$ cat src/fpc_pkg.sv
// ----------------------------------------------------------------------------
// Fuzzy priority controller package
// Shared types, constants and membership functions.
// ----------------------------------------------------------------------------
package fpc_pkg;

  localparam int unsigned FIFO_DEPTH = 4;
  localparam int unsigned OUT_POINTS = 21;
  localparam int unsigned DIV_STEPS  = 12;
  localparam logic [15:0] DEG_ONE    = 16'h8000;
  localparam logic [11:0] PRIO_MAX   = 12'd2560;
  // ceil(2^20 / 5): exact floor division by five below 2^18
  localparam logic [17:0] RECIP_FIVE = 18'd209716;

  typedef logic [15:0] deg_t;

  typedef struct packed {
    logic [15:0] bandwidth_mbps;
    logic [15:0] latency_ms;
    logic [15:0] throughput_ratio;
  } in_t;

  typedef struct packed {
    logic [11:0] priority_res;
    logic        no_rule_fired;
  } out_t;

  typedef struct packed {
    deg_t low;
    deg_t med;
    deg_t high;
  } strength_t;

  typedef struct packed {
    logic full;
    logic empty;
  } fifo_stat_t;

  // trapezoid on a Q8.8 value, breakpoints in whole units, edges 20 units wide
  function automatic deg_t trap_q88(logic [15:0] x, int unsigned a, int unsigned b,
                                    int unsigned c, int unsigned d);
    logic [16:0] xa;
    logic [16:0] av;
    logic [16:0] bv;
    logic [16:0] cv;
    logic [16:0] dv;
    logic [16:0] n;
    logic [17:0] p;
    logic [35:0] m;
    deg_t        r;
    xa = {1'b0, x};
    av = 17'(a * 256);
    bv = 17'(b * 256);
    cv = 17'(c * 256);
    dv = 17'(d * 256);
    r  = '0;
    n  = '0;
    if (xa >= bv && xa <= cv) begin
      r = DEG_ONE;
    end else if (xa > av && xa < bv) begin
      n = xa - av;
    end else if (xa > cv && xa < dv) begin
      n = dv - xa;
    end
    p = {n[12:0], 5'b0};
    m = p * RECIP_FIVE;
    if (n != '0) begin
      r = m[35:20];
    end
    return r;
  endfunction

  // trapezoid on throughput scaled by five, breakpoints in units of 16384
  function automatic deg_t trap_thr(logic [18:0] x, int unsigned a, int unsigned b,
                                    int unsigned c, int unsigned d);
    logic [18:0] av;
    logic [18:0] bv;
    logic [18:0] cv;
    logic [18:0] dv;
    logic [18:0] n;
    deg_t        r;
    av = 19'(a * 16384);
    bv = 19'(b * 16384);
    cv = 19'(c * 16384);
    dv = 19'(d * 16384);
    r  = '0;
    n  = '0;
    if (x >= bv && x <= cv) begin
      r = DEG_ONE;
    end else if (x > av && x < bv) begin
      n = x - av;
      r = {n[14:0], 1'b0};
    end else if (x > cv && x < dv) begin
      n = dv - x;
      r = {n[14:0], 1'b0};
    end
    return r;
  endfunction

  // output set membership at half step k
  function automatic deg_t out_mu(int unsigned set, int unsigned k);
    int unsigned a;
    int unsigned b;
    int unsigned c;
    int unsigned d;
    deg_t        r;
    a = set * 8 - ((set != 0) ? 4 : 0);
    b = set * 8;
    c = set * 8 + 4;
    d = set * 8 + 8;
    if (set == 0) begin
      c = 4;
      d = 8;
    end
    if (set == 2) begin
      c = 20;
      d = 20;
    end
    r = '0;
    if (k >= b && k <= c) begin
      r = DEG_ONE;
    end else if (k > a && k < b) begin
      r = 16'((k - a) * 8192);
    end else if (k > c && k < d) begin
      r = 16'((d - k) * 8192);
    end
    return r;
  endfunction

  function automatic deg_t dmin(deg_t p, deg_t q);
    return (p < q) ? p : q;
  endfunction

  function automatic deg_t dmax(deg_t p, deg_t q);
    return (p > q) ? p : q;
  endfunction

endpackage

$ cat src/fpc_front.sv
// ----------------------------------------------------------------------------
// Fuzzy priority controller front end
// Accepts samples, fuzzifies them and evaluates the rule strengths.
// ----------------------------------------------------------------------------
module fpc_front (
  input  logic                clk_i,
  input  logic                rst_ni,
  input  logic                in_valid_i,
  output logic                in_ready_o,
  input  fpc_pkg::in_t        in_data_i,
  input  fpc_pkg::fifo_stat_t stat_i,
  output logic                push_o,
  output fpc_pkg::strength_t  push_data_o
);

  fpc_pkg::deg_t b_d [3];
  fpc_pkg::deg_t l_d [3];
  fpc_pkg::deg_t t_d [3];
  fpc_pkg::deg_t b_q [3];
  fpc_pkg::deg_t l_q [3];
  fpc_pkg::deg_t t_q [3];
  logic          vld_q;
  logic [18:0]   thr5;

  assign thr5 = {3'b0, in_data_i.throughput_ratio} * 19'd5;

  always_comb begin
    b_d[0] = fpc_pkg::trap_q88(in_data_i.bandwidth_mbps, 0, 0, 20, 40);
    b_d[1] = fpc_pkg::trap_q88(in_data_i.bandwidth_mbps, 20, 40, 60, 80);
    b_d[2] = fpc_pkg::trap_q88(in_data_i.bandwidth_mbps, 60, 80, 100, 100);
    l_d[0] = fpc_pkg::trap_q88(in_data_i.latency_ms, 0, 0, 10, 30);
    l_d[1] = fpc_pkg::trap_q88(in_data_i.latency_ms, 10, 30, 50, 70);
    l_d[2] = fpc_pkg::trap_q88(in_data_i.latency_ms, 50, 70, 100, 100);
    t_d[0] = fpc_pkg::trap_thr(thr5, 0, 0, 1, 2);
    t_d[1] = fpc_pkg::trap_thr(thr5, 1, 2, 3, 4);
    t_d[2] = fpc_pkg::trap_thr(thr5, 3, 4, 5, 5);
  end

  assign push_o     = vld_q && !stat_i.full;
  assign in_ready_o = !vld_q || push_o;

  always_ff @(posedge clk_i or negedge rst_ni) begin
    if (!rst_ni) begin
      vld_q <= 1'b0;
    end else if (in_ready_o) begin
      vld_q <= in_valid_i;
    end
  end

  always_ff @(posedge clk_i) begin
    if (in_ready_o && in_valid_i) begin
      b_q <= b_d;
      l_q <= l_d;
      t_q <= t_d;
    end
  end

  always_comb begin
    push_data_o.high = fpc_pkg::dmax(fpc_pkg::dmin(b_q[2], l_q[0]), t_q[2]);
    push_data_o.med  = fpc_pkg::dmax(b_q[1], t_q[1]);
    push_data_o.low  = fpc_pkg::dmax(fpc_pkg::dmax(l_q[2], t_q[0]),
                                     fpc_pkg::dmin(b_q[0], l_q[2]));
  end

endmodule

$ cat src/fpc_fifo.sv
// ----------------------------------------------------------------------------
// Fuzzy priority controller queue
// Small register queue of rule strengths between front and back end.
// ----------------------------------------------------------------------------
module fpc_fifo #(
  parameter int unsigned DEPTH = fpc_pkg::FIFO_DEPTH
) (
  input  logic                clk_i,
  input  logic                rst_ni,
  input  logic                push_i,
  input  fpc_pkg::strength_t  push_data_i,
  input  logic                pop_i,
  output fpc_pkg::strength_t  pop_data_o,
  output fpc_pkg::fifo_stat_t stat_o
);

  localparam int unsigned PW = (DEPTH > 1) ? $clog2(DEPTH) : 1;
  localparam int unsigned CW = $clog2(DEPTH + 1);

  fpc_pkg::strength_t mem_q [DEPTH];
  logic [PW-1:0]      wptr_q;
  logic [PW-1:0]      rptr_q;
  logic [CW-1:0]      cnt_q;
  logic               do_push;
  logic               do_pop;

  assign stat_o.full  = (cnt_q == CW'(DEPTH));
  assign stat_o.empty = (cnt_q == '0);
  assign do_push      = push_i && !stat_o.full;
  assign do_pop       = pop_i && !stat_o.empty;
  assign pop_data_o   = mem_q[rptr_q];

  always_ff @(posedge clk_i or negedge rst_ni) begin
    if (!rst_ni) begin
      wptr_q <= '0;
      rptr_q <= '0;
      cnt_q  <= '0;
    end else begin
      if (do_push) begin
        wptr_q <= (wptr_q == PW'(DEPTH - 1)) ? '0 : wptr_q + 1'b1;
      end
      if (do_pop) begin
        rptr_q <= (rptr_q == PW'(DEPTH - 1)) ? '0 : rptr_q + 1'b1;
      end
      cnt_q <= cnt_q + CW'(do_push) - CW'(do_pop);
    end
  end

  always_ff @(posedge clk_i) begin
    if (do_push) begin
      mem_q[wptr_q] <= push_data_i;
    end
  end

`ifndef ASSERT_OFF
  a_cnt_bound: assert property (@(posedge clk_i) disable iff (!rst_ni)
    cnt_q <= CW'(DEPTH)) else $error("queue count beyond depth");
`endif

endmodule

$ cat src/fpc_back.sv
// ----------------------------------------------------------------------------
// Fuzzy priority controller back end
// Clips the output sets, forms the centroid sums and divides them.
// ----------------------------------------------------------------------------
module fpc_back (
  input  logic                clk_i,
  input  logic                rst_ni,
  input  fpc_pkg::fifo_stat_t stat_i,
  input  fpc_pkg::strength_t  pop_data_i,
  output logic                pop_o,
  output logic                out_valid_o,
  input  logic                out_ready_i,
  output fpc_pkg::out_t       out_data_o
);

  localparam int unsigned NS = fpc_pkg::DIV_STEPS;

  typedef struct packed {
    logic [19:0] r;
    logic [11:0] lo;
    logic [11:0] q;
    logic [19:0] den;
    logic        zero;
  } div_t;

  logic          en;
  logic          v1_q;
  logic          v2_q;
  logic [NS:0]   vd_q;
  fpc_pkg::deg_t mu_d [fpc_pkg::OUT_POINTS];
  fpc_pkg::deg_t mu_q [fpc_pkg::OUT_POINTS];
  logic [22:0]   num_d;
  logic [19:0]   den_d;
  logic [22:0]   num_q;
  logic [19:0]   den_q;
  div_t          st_q [NS+1];
  div_t          st_d [NS+1];
  logic [20:0]   tmp  [NS+1];

  assign en          = !out_valid_o || out_ready_i;
  assign pop_o       = en && !stat_i.empty;
  assign out_valid_o = vd_q[NS];

  always_comb begin
    for (int k = 0; k < fpc_pkg::OUT_POINTS; k++) begin
      mu_d[k] = fpc_pkg::dmax(
                  fpc_pkg::dmax(fpc_pkg::dmin(pop_data_i.low, fpc_pkg::out_mu(0, k)),
                                fpc_pkg::dmin(pop_data_i.med, fpc_pkg::out_mu(1, k))),
                  fpc_pkg::dmin(pop_data_i.high, fpc_pkg::out_mu(2, k)));
    end
  end

  always_comb begin
    num_d = '0;
    den_d = '0;
    for (int k = 0; k < fpc_pkg::OUT_POINTS; k++) begin
      num_d = num_d + 23'(mu_q[k]) * 23'(k);
      den_d = den_d + 20'(mu_q[k]);
    end
  end

  always_comb begin
    st_d[0].r    = {2'b0, num_q[22:5]};
    st_d[0].lo   = {num_q[4:0], 7'b0};
    st_d[0].q    = '0;
    st_d[0].den  = den_q;
    st_d[0].zero = (den_q == '0);
    tmp[0]       = '0;
    for (int i = 1; i <= NS; i++) begin
      tmp[i]       = {st_q[i-1].r, st_q[i-1].lo[11]};
      st_d[i]      = st_q[i-1];
      st_d[i].lo   = {st_q[i-1].lo[10:0], 1'b0};
      if (tmp[i] >= {1'b0, st_q[i-1].den}) begin
        st_d[i].r = 20'(tmp[i] - {1'b0, st_q[i-1].den});
        st_d[i].q = {st_q[i-1].q[10:0], 1'b1};
      end else begin
        st_d[i].r = tmp[i][19:0];
        st_d[i].q = {st_q[i-1].q[10:0], 1'b0};
      end
    end
  end

  always_ff @(posedge clk_i or negedge rst_ni) begin
    if (!rst_ni) begin
      v1_q <= 1'b0;
      v2_q <= 1'b0;
      vd_q <= '0;
    end else if (en) begin
      v1_q <= !stat_i.empty;
      v2_q <= v1_q;
      vd_q <= {vd_q[NS-1:0], v2_q};
    end
  end

  always_ff @(posedge clk_i) begin
    if (en) begin
      mu_q  <= mu_d;
      num_q <= num_d;
      den_q <= den_d;
      st_q  <= st_d;
    end
  end

  assign out_data_o.no_rule_fired = st_q[NS].zero;
  assign out_data_o.priority_res  = st_q[NS].zero ? '0 : st_q[NS].q;

`ifndef ASSERT_OFF
  a_zero_prio: assert property (@(posedge clk_i) disable iff (!rst_ni)
    out_valid_o && out_data_o.no_rule_fired |-> out_data_o.priority_res == '0)
    else $error("priority set with no rule fired");
  a_prio_range: assert property (@(posedge clk_i) disable iff (!rst_ni)
    out_valid_o |-> out_data_o.priority_res <= fpc_pkg::PRIO_MAX)
    else $error("priority out of range");
`endif

endmodule

$ cat src/fuzzy_priority_controller.sv
// ----------------------------------------------------------------------------
// Fuzzy priority controller
// Mamdani inference over trapezoid sets with a 21-point discrete centroid.
// ----------------------------------------------------------------------------
// One sample enters per cycle and one result leaves per cycle when the output
// side keeps up. The fuzzify register loads at the input transfer edge, and
// the result becomes valid after one queue slot, the clip and sum stages, a
// divider load stage and a twelve-stage restoring divider that yields one
// quotient bit per stage. A four-entry queue lets the fuzzifier keep taking
// samples while the divider pipeline is held.
module fuzzy_priority_controller #(
  parameter int unsigned FIFO_DEPTH = fpc_pkg::FIFO_DEPTH
) (
  input  logic          clk_i,
  input  logic          rst_ni,
  input  logic          in_valid_i,
  output logic          in_ready_o,
  input  fpc_pkg::in_t  in_data_i,
  output logic          out_valid_o,
  input  logic          out_ready_i,
  output fpc_pkg::out_t out_data_o
);

  fpc_pkg::fifo_stat_t stat;
  fpc_pkg::strength_t  push_data;
  fpc_pkg::strength_t  pop_data;
  logic                push;
  logic                pop;

  fpc_front u_front (
    .clk_i       (clk_i),
    .rst_ni      (rst_ni),
    .in_valid_i  (in_valid_i),
    .in_ready_o  (in_ready_o),
    .in_data_i   (in_data_i),
    .stat_i      (stat),
    .push_o      (push),
    .push_data_o (push_data)
  );

  fpc_fifo #(
    .DEPTH (FIFO_DEPTH)
  ) u_fifo (
    .clk_i       (clk_i),
    .rst_ni      (rst_ni),
    .push_i      (push),
    .push_data_i (push_data),
    .pop_i       (pop),
    .pop_data_o  (pop_data),
    .stat_o      (stat)
  );

  fpc_back u_back (
    .clk_i       (clk_i),
    .rst_ni      (rst_ni),
    .stat_i      (stat),
    .pop_data_i  (pop_data),
    .pop_o       (pop),
    .out_valid_o (out_valid_o),
    .out_ready_i (out_ready_i),
    .out_data_o  (out_data_o)
  );

`ifndef ASSERT_OFF
  a_no_push_full: assert property (@(posedge clk_i) disable iff (!rst_ni)
    stat.full |-> !push) else $error("transfer into full queue");
`endif

endmodule
$ cat config.mk
export PLATFORM = sky130hd
export DESIGN_NAME = fuzzy_priority_controller
export DESIGN_NICKNAME = d
export VERILOG_FILES = /design/src/fpc_pkg.sv /design/src/fpc_front.sv /design/src/fpc_fifo.sv /design/src/fpc_back.sv /design/src/fuzzy_priority_controller.sv
export SDC_FILE = /design/constraint.sdc
export NUM_CORES = 2
export LEC_CHECK = 0
export ABC_CLOCK_PERIOD_IN_PS = 36600
export BUFFER_PORTS_ARGS = -buffer_cell sky130_fd_sc_hd__clkbuf_2
export CORE_MARGIN = 2
export CORE_UTILIZATION = 60
export DETAILED_ROUTE_END_ITERATION = 6
export GPL_TIMING_DRIVEN = 1
export HOLD_SLACK_MARGIN = 0.02
export PLACE_DENSITY_LB_ADDON = 0.05
export SETUP_SLACK_MARGIN = 0.4
export SLEW_MARGIN = 25
export SYNTH_ARGS = -nofsm -noshare
export SYNTH_HDL_FRONTEND = slang
export SYNTH_SLANG_ARGS = --single-unit
$ cat constraint.sdc
create_clock -name clk_i -period 36.6 [get_ports clk_i]
set_clock_uncertainty 0.2 [all_clocks]
set_input_delay 7.32 -clock clk_i [delete_from_list [all_inputs] [get_ports clk_i]]
set_output_delay 7.32 -clock clk_i [all_outputs]
set_load 0.02 [all_outputs]
==> flow_metrics.tcl <==
set metrics [dict create \
    cp_num_buf_inv 3 \
    ant_nets 0 \
    cts_resized 0 \
    ioPinCount 67 \
    cts_max_level 3 \
    slowest_delay_ns 0.59 \
    busiest_layer "met2" \
    seq_area_um2 33300 \
    die_w_um 409 \
    grt_pass1_wl_um 376000 \
    cts_max_path_buffers 3 \
    crit_required_ns 36.87 \
    hold_path.class "reg2reg" \
    path_delay_family "adder cells" \
    cts_tree "yes" \
    ys_warn_count 0 \
    grt_use_total_pct 29.3 \
    hold_viol 0 \
    final_max_slew_viol_count 0 \
    ys.flop_type "edfxtp_1" \
    critPathCaptureType "flop" \
    gp_congestion 0.922 \
    cp_data_arrival_time_ns 15.13 \
    dieArea_um2 168000 \
    fillers 12900 \
    cpMaxStageDelayCell "fa_1" \
    clockRootBuffer "clkbuf_16" \
    met3_usage_pct 2.86 \
    layout-drive-gt1-share_pct 7.01 \
    outcome "complete, no violations" \
    wl_per_cell_um 21.6 \
    coreArea_um2 163000 \
    avgSynthCellArea_um2 11.3 \
    ys_ff_latch 1111 \
    drtIter0Drc 4302 \
    synthCells 8751 \
    fmax_ghz 0.0673 \
    path_max_fanout 14 \
    antenna_found_initial 4 \
    clock_sinks 1111 \
    tightest_slew_ns 1.02 \
    cts_hold_buf 0 \
    grt_max_degree 189 \
    rsz0062_at_grt "false" \
    fin_setup_tns_ns 0 \
    drt-vias-per-instance 5.69 \
    yosysUniqueCellTypes 96 \
    fin_nets 11200 \
    portBuffers 66 \
    row_count 148 \
    start_kind "input port" \
    dp.final_hpwl_um 198000 \
    vias 63600 \
    netlist_area_um2 98600 \
    synth_edf_count 1088 \
    clk-insertion-delay-late_ns 0.78 \
    multi_input_area_um2 58800 \
    die_y_um 409 \
    drt-total-wl_um 241000 \
    initial_core_util_pct 60.5 \
    async_flop_share_pct 2.07 \
    drcViolationCount 0 \
    yosysSeqAreaShare_pct 33.7 \
    timing_worst_setup_path_type "in2reg" \
    layout_common_cells "inv_1, ha_1, edfxtp_1" \
    maxCapViolations 0 \
    grt_pass1_vias 66900 \
    crit_top_cell "fa_1" \
    area_growth_pct 7.23 \
    use_met1_pct 36.3 \
    clkSlewWorstSetupHoldPaths_ns 0.06 \
    relSlewSlack_pct 31.0 \
    setup_viol 0 \
    met2_usage_pct 52.8 \
    post-cts-setup-buffer-count 0 \
    grt-ovfl-total 0 \
    dr.pass1.iters 6 \
    fin_crit_ns 14.86 \
    final_common_cell "inv_1" \
    cts_buffers 116 \
    finalCritPeriodShare_pct 40.6 \
]
## state kept, by name, summed over array words and instances (netlist names), 23 cells and up
name,flops
u_front.b_q,48
u_back.st_d,262
u_front.t_q,45
u_back.num_q,23
u_back.st_q,321
u_fifo.mem_q,192
u_front.l_q,32
u_back.mu_q,144
## final cells by class
| class | count | area share (%) |
|---|---|---|
| antenna | 4 | 0.00947 |
| timing repair buffer | 131 | 0.798 |
| sequential | 1111 | 31.5 |
| multi-input combinational | 5864 | 55.6 |
| clock inverter | 75 | 0.713 |
| inverter | 1682 | 5.97 |
| tap | 2175 | 2.57 |
| clock buffer | 140 | 2.89 |
## routing by layer
layer  routed length, um  vias to the layer above  part of all wire [%]
met3                8910                      466                   3.7
met2              125000                     1345                    52
met1               97700                    31700                    40
li1                    -                    30000                     -
met4                9950                        2                   4.1
met5                  11                        -                0.0046
## per-stage QoR
stage	setup WS [ns]	instance area (um2)	hold slack (ns)	util, %	cells
6_report	21.74	106000	0.217	64.9	11200
5_1_grt	21.21	106000	0.220	64.9	11200
4_1_cts	21.78	106000	0.215	64.9	11200
3_5_place_dp	20.96	102000	0.205	62.5	11000
3_3_place_gp	21.00	102000	0.201	62.5	11000
2_1_floorplan	4.89	98600	0.200	-	8766
## kinds of logic (layout without fill, tap and decap cells)
| kind of cell | count (synthesis) | after routing | share of synthesized area [%] |
|---|---|---|---|
| AOI/OAI and AO/OA | 1218 | 1218 | 8.01 |
| DFF | 1111 | 1111 | 33.7 |
| and+or+nand+nor | 1684 | 1684 | 8.33 |
| muxes | 335 | 335 | 4.17 |
| other | 2 | 21 | 0.00762 |
| adders and majority gates | 2222 | 2222 | 35.5 |
| buffers and inverters | 1791 | 2028 | 6.84 |
| xor gates and xnor gates | 388 | 388 | 3.45 |
## cells in the mapped netlist, types with 10 or more instances
master,count,area [um2]
a21oi_1,319,1600
o41ai_1,17,149
o21a_1,81,608
a211o_1,11,96.3
o2111ai_1,18,158
a31o_2,10,87.6
nor2b_1,144,901
a21boi_0,46,345
ha_1,1267,15900
mux4_2,43,968
o211ai_1,21,158
o31a_1,15,131
nor3_1,132,661
buf_2,17,85.1
or3_1,60,375
o21ai_0,286,1430
inv_1,1682,6310
o21ai_1,15,75.1
dfrtp_1,23,576
nand4_1,74,463
edfxtp_1,1088,32700
a211oi_1,33,248
a31oi_1,27,169
fa_1,955,19100
and2_1,50,313
and3_1,32,200
nor4_1,29,181
nand2_1,429,1610
or2_2,42,263
xnor2_1,244,2140
mux2_2,171,1930
nand2b_1,74,463
o211a_1,10,100
buf_1,12,45.0
xor2_1,144,1260
nand3_1,104,521
o31ai_1,27,203
clkbuf_1,79,297
o21bai_1,32,240
mux2i_1,120,1200
nor2_1,453,1700
a21o_1,166,1250
## worst register-to-register path: cells and delay by family, from the launching register on
family | cells | cell delay (ns)
adders and majority gates | 13 | 6.04
AOI/OAI and AO/OA | 11 | 3.42
buffers and inverters | 9 | 0.68
xor gates and xnor gates | 2 | 0.23
and+or+nand+nor | 2 | 0.22
DFF | 1 | 0.58
## final timing paths
check	startpoint	end	slack, ns	cells after the start
worst min register to register	u_back.st_q[223]	u_back.st_q[159]	0.22	0
max in group asynchronous	rst_ni	u_fifo.rptr_q[0]	29.38	1
min in group asynchronous	rst_ni	u_fifo.cnt_q[1]	6.38	1
worst min-delay path	u_back.st_q[223]	u_back.st_q[159]	0.22	0
worst max-delay path	in_data_i[32]	u_front.b_q[31]	21.74	27
worst max register to register	u_back.mu_q[258]	u_back.num_q[21]	25.01	37
Power is left out: the tool's default activity adds up to more than one toggle a clock period on the data nets, which glitch-free logic cannot reach.
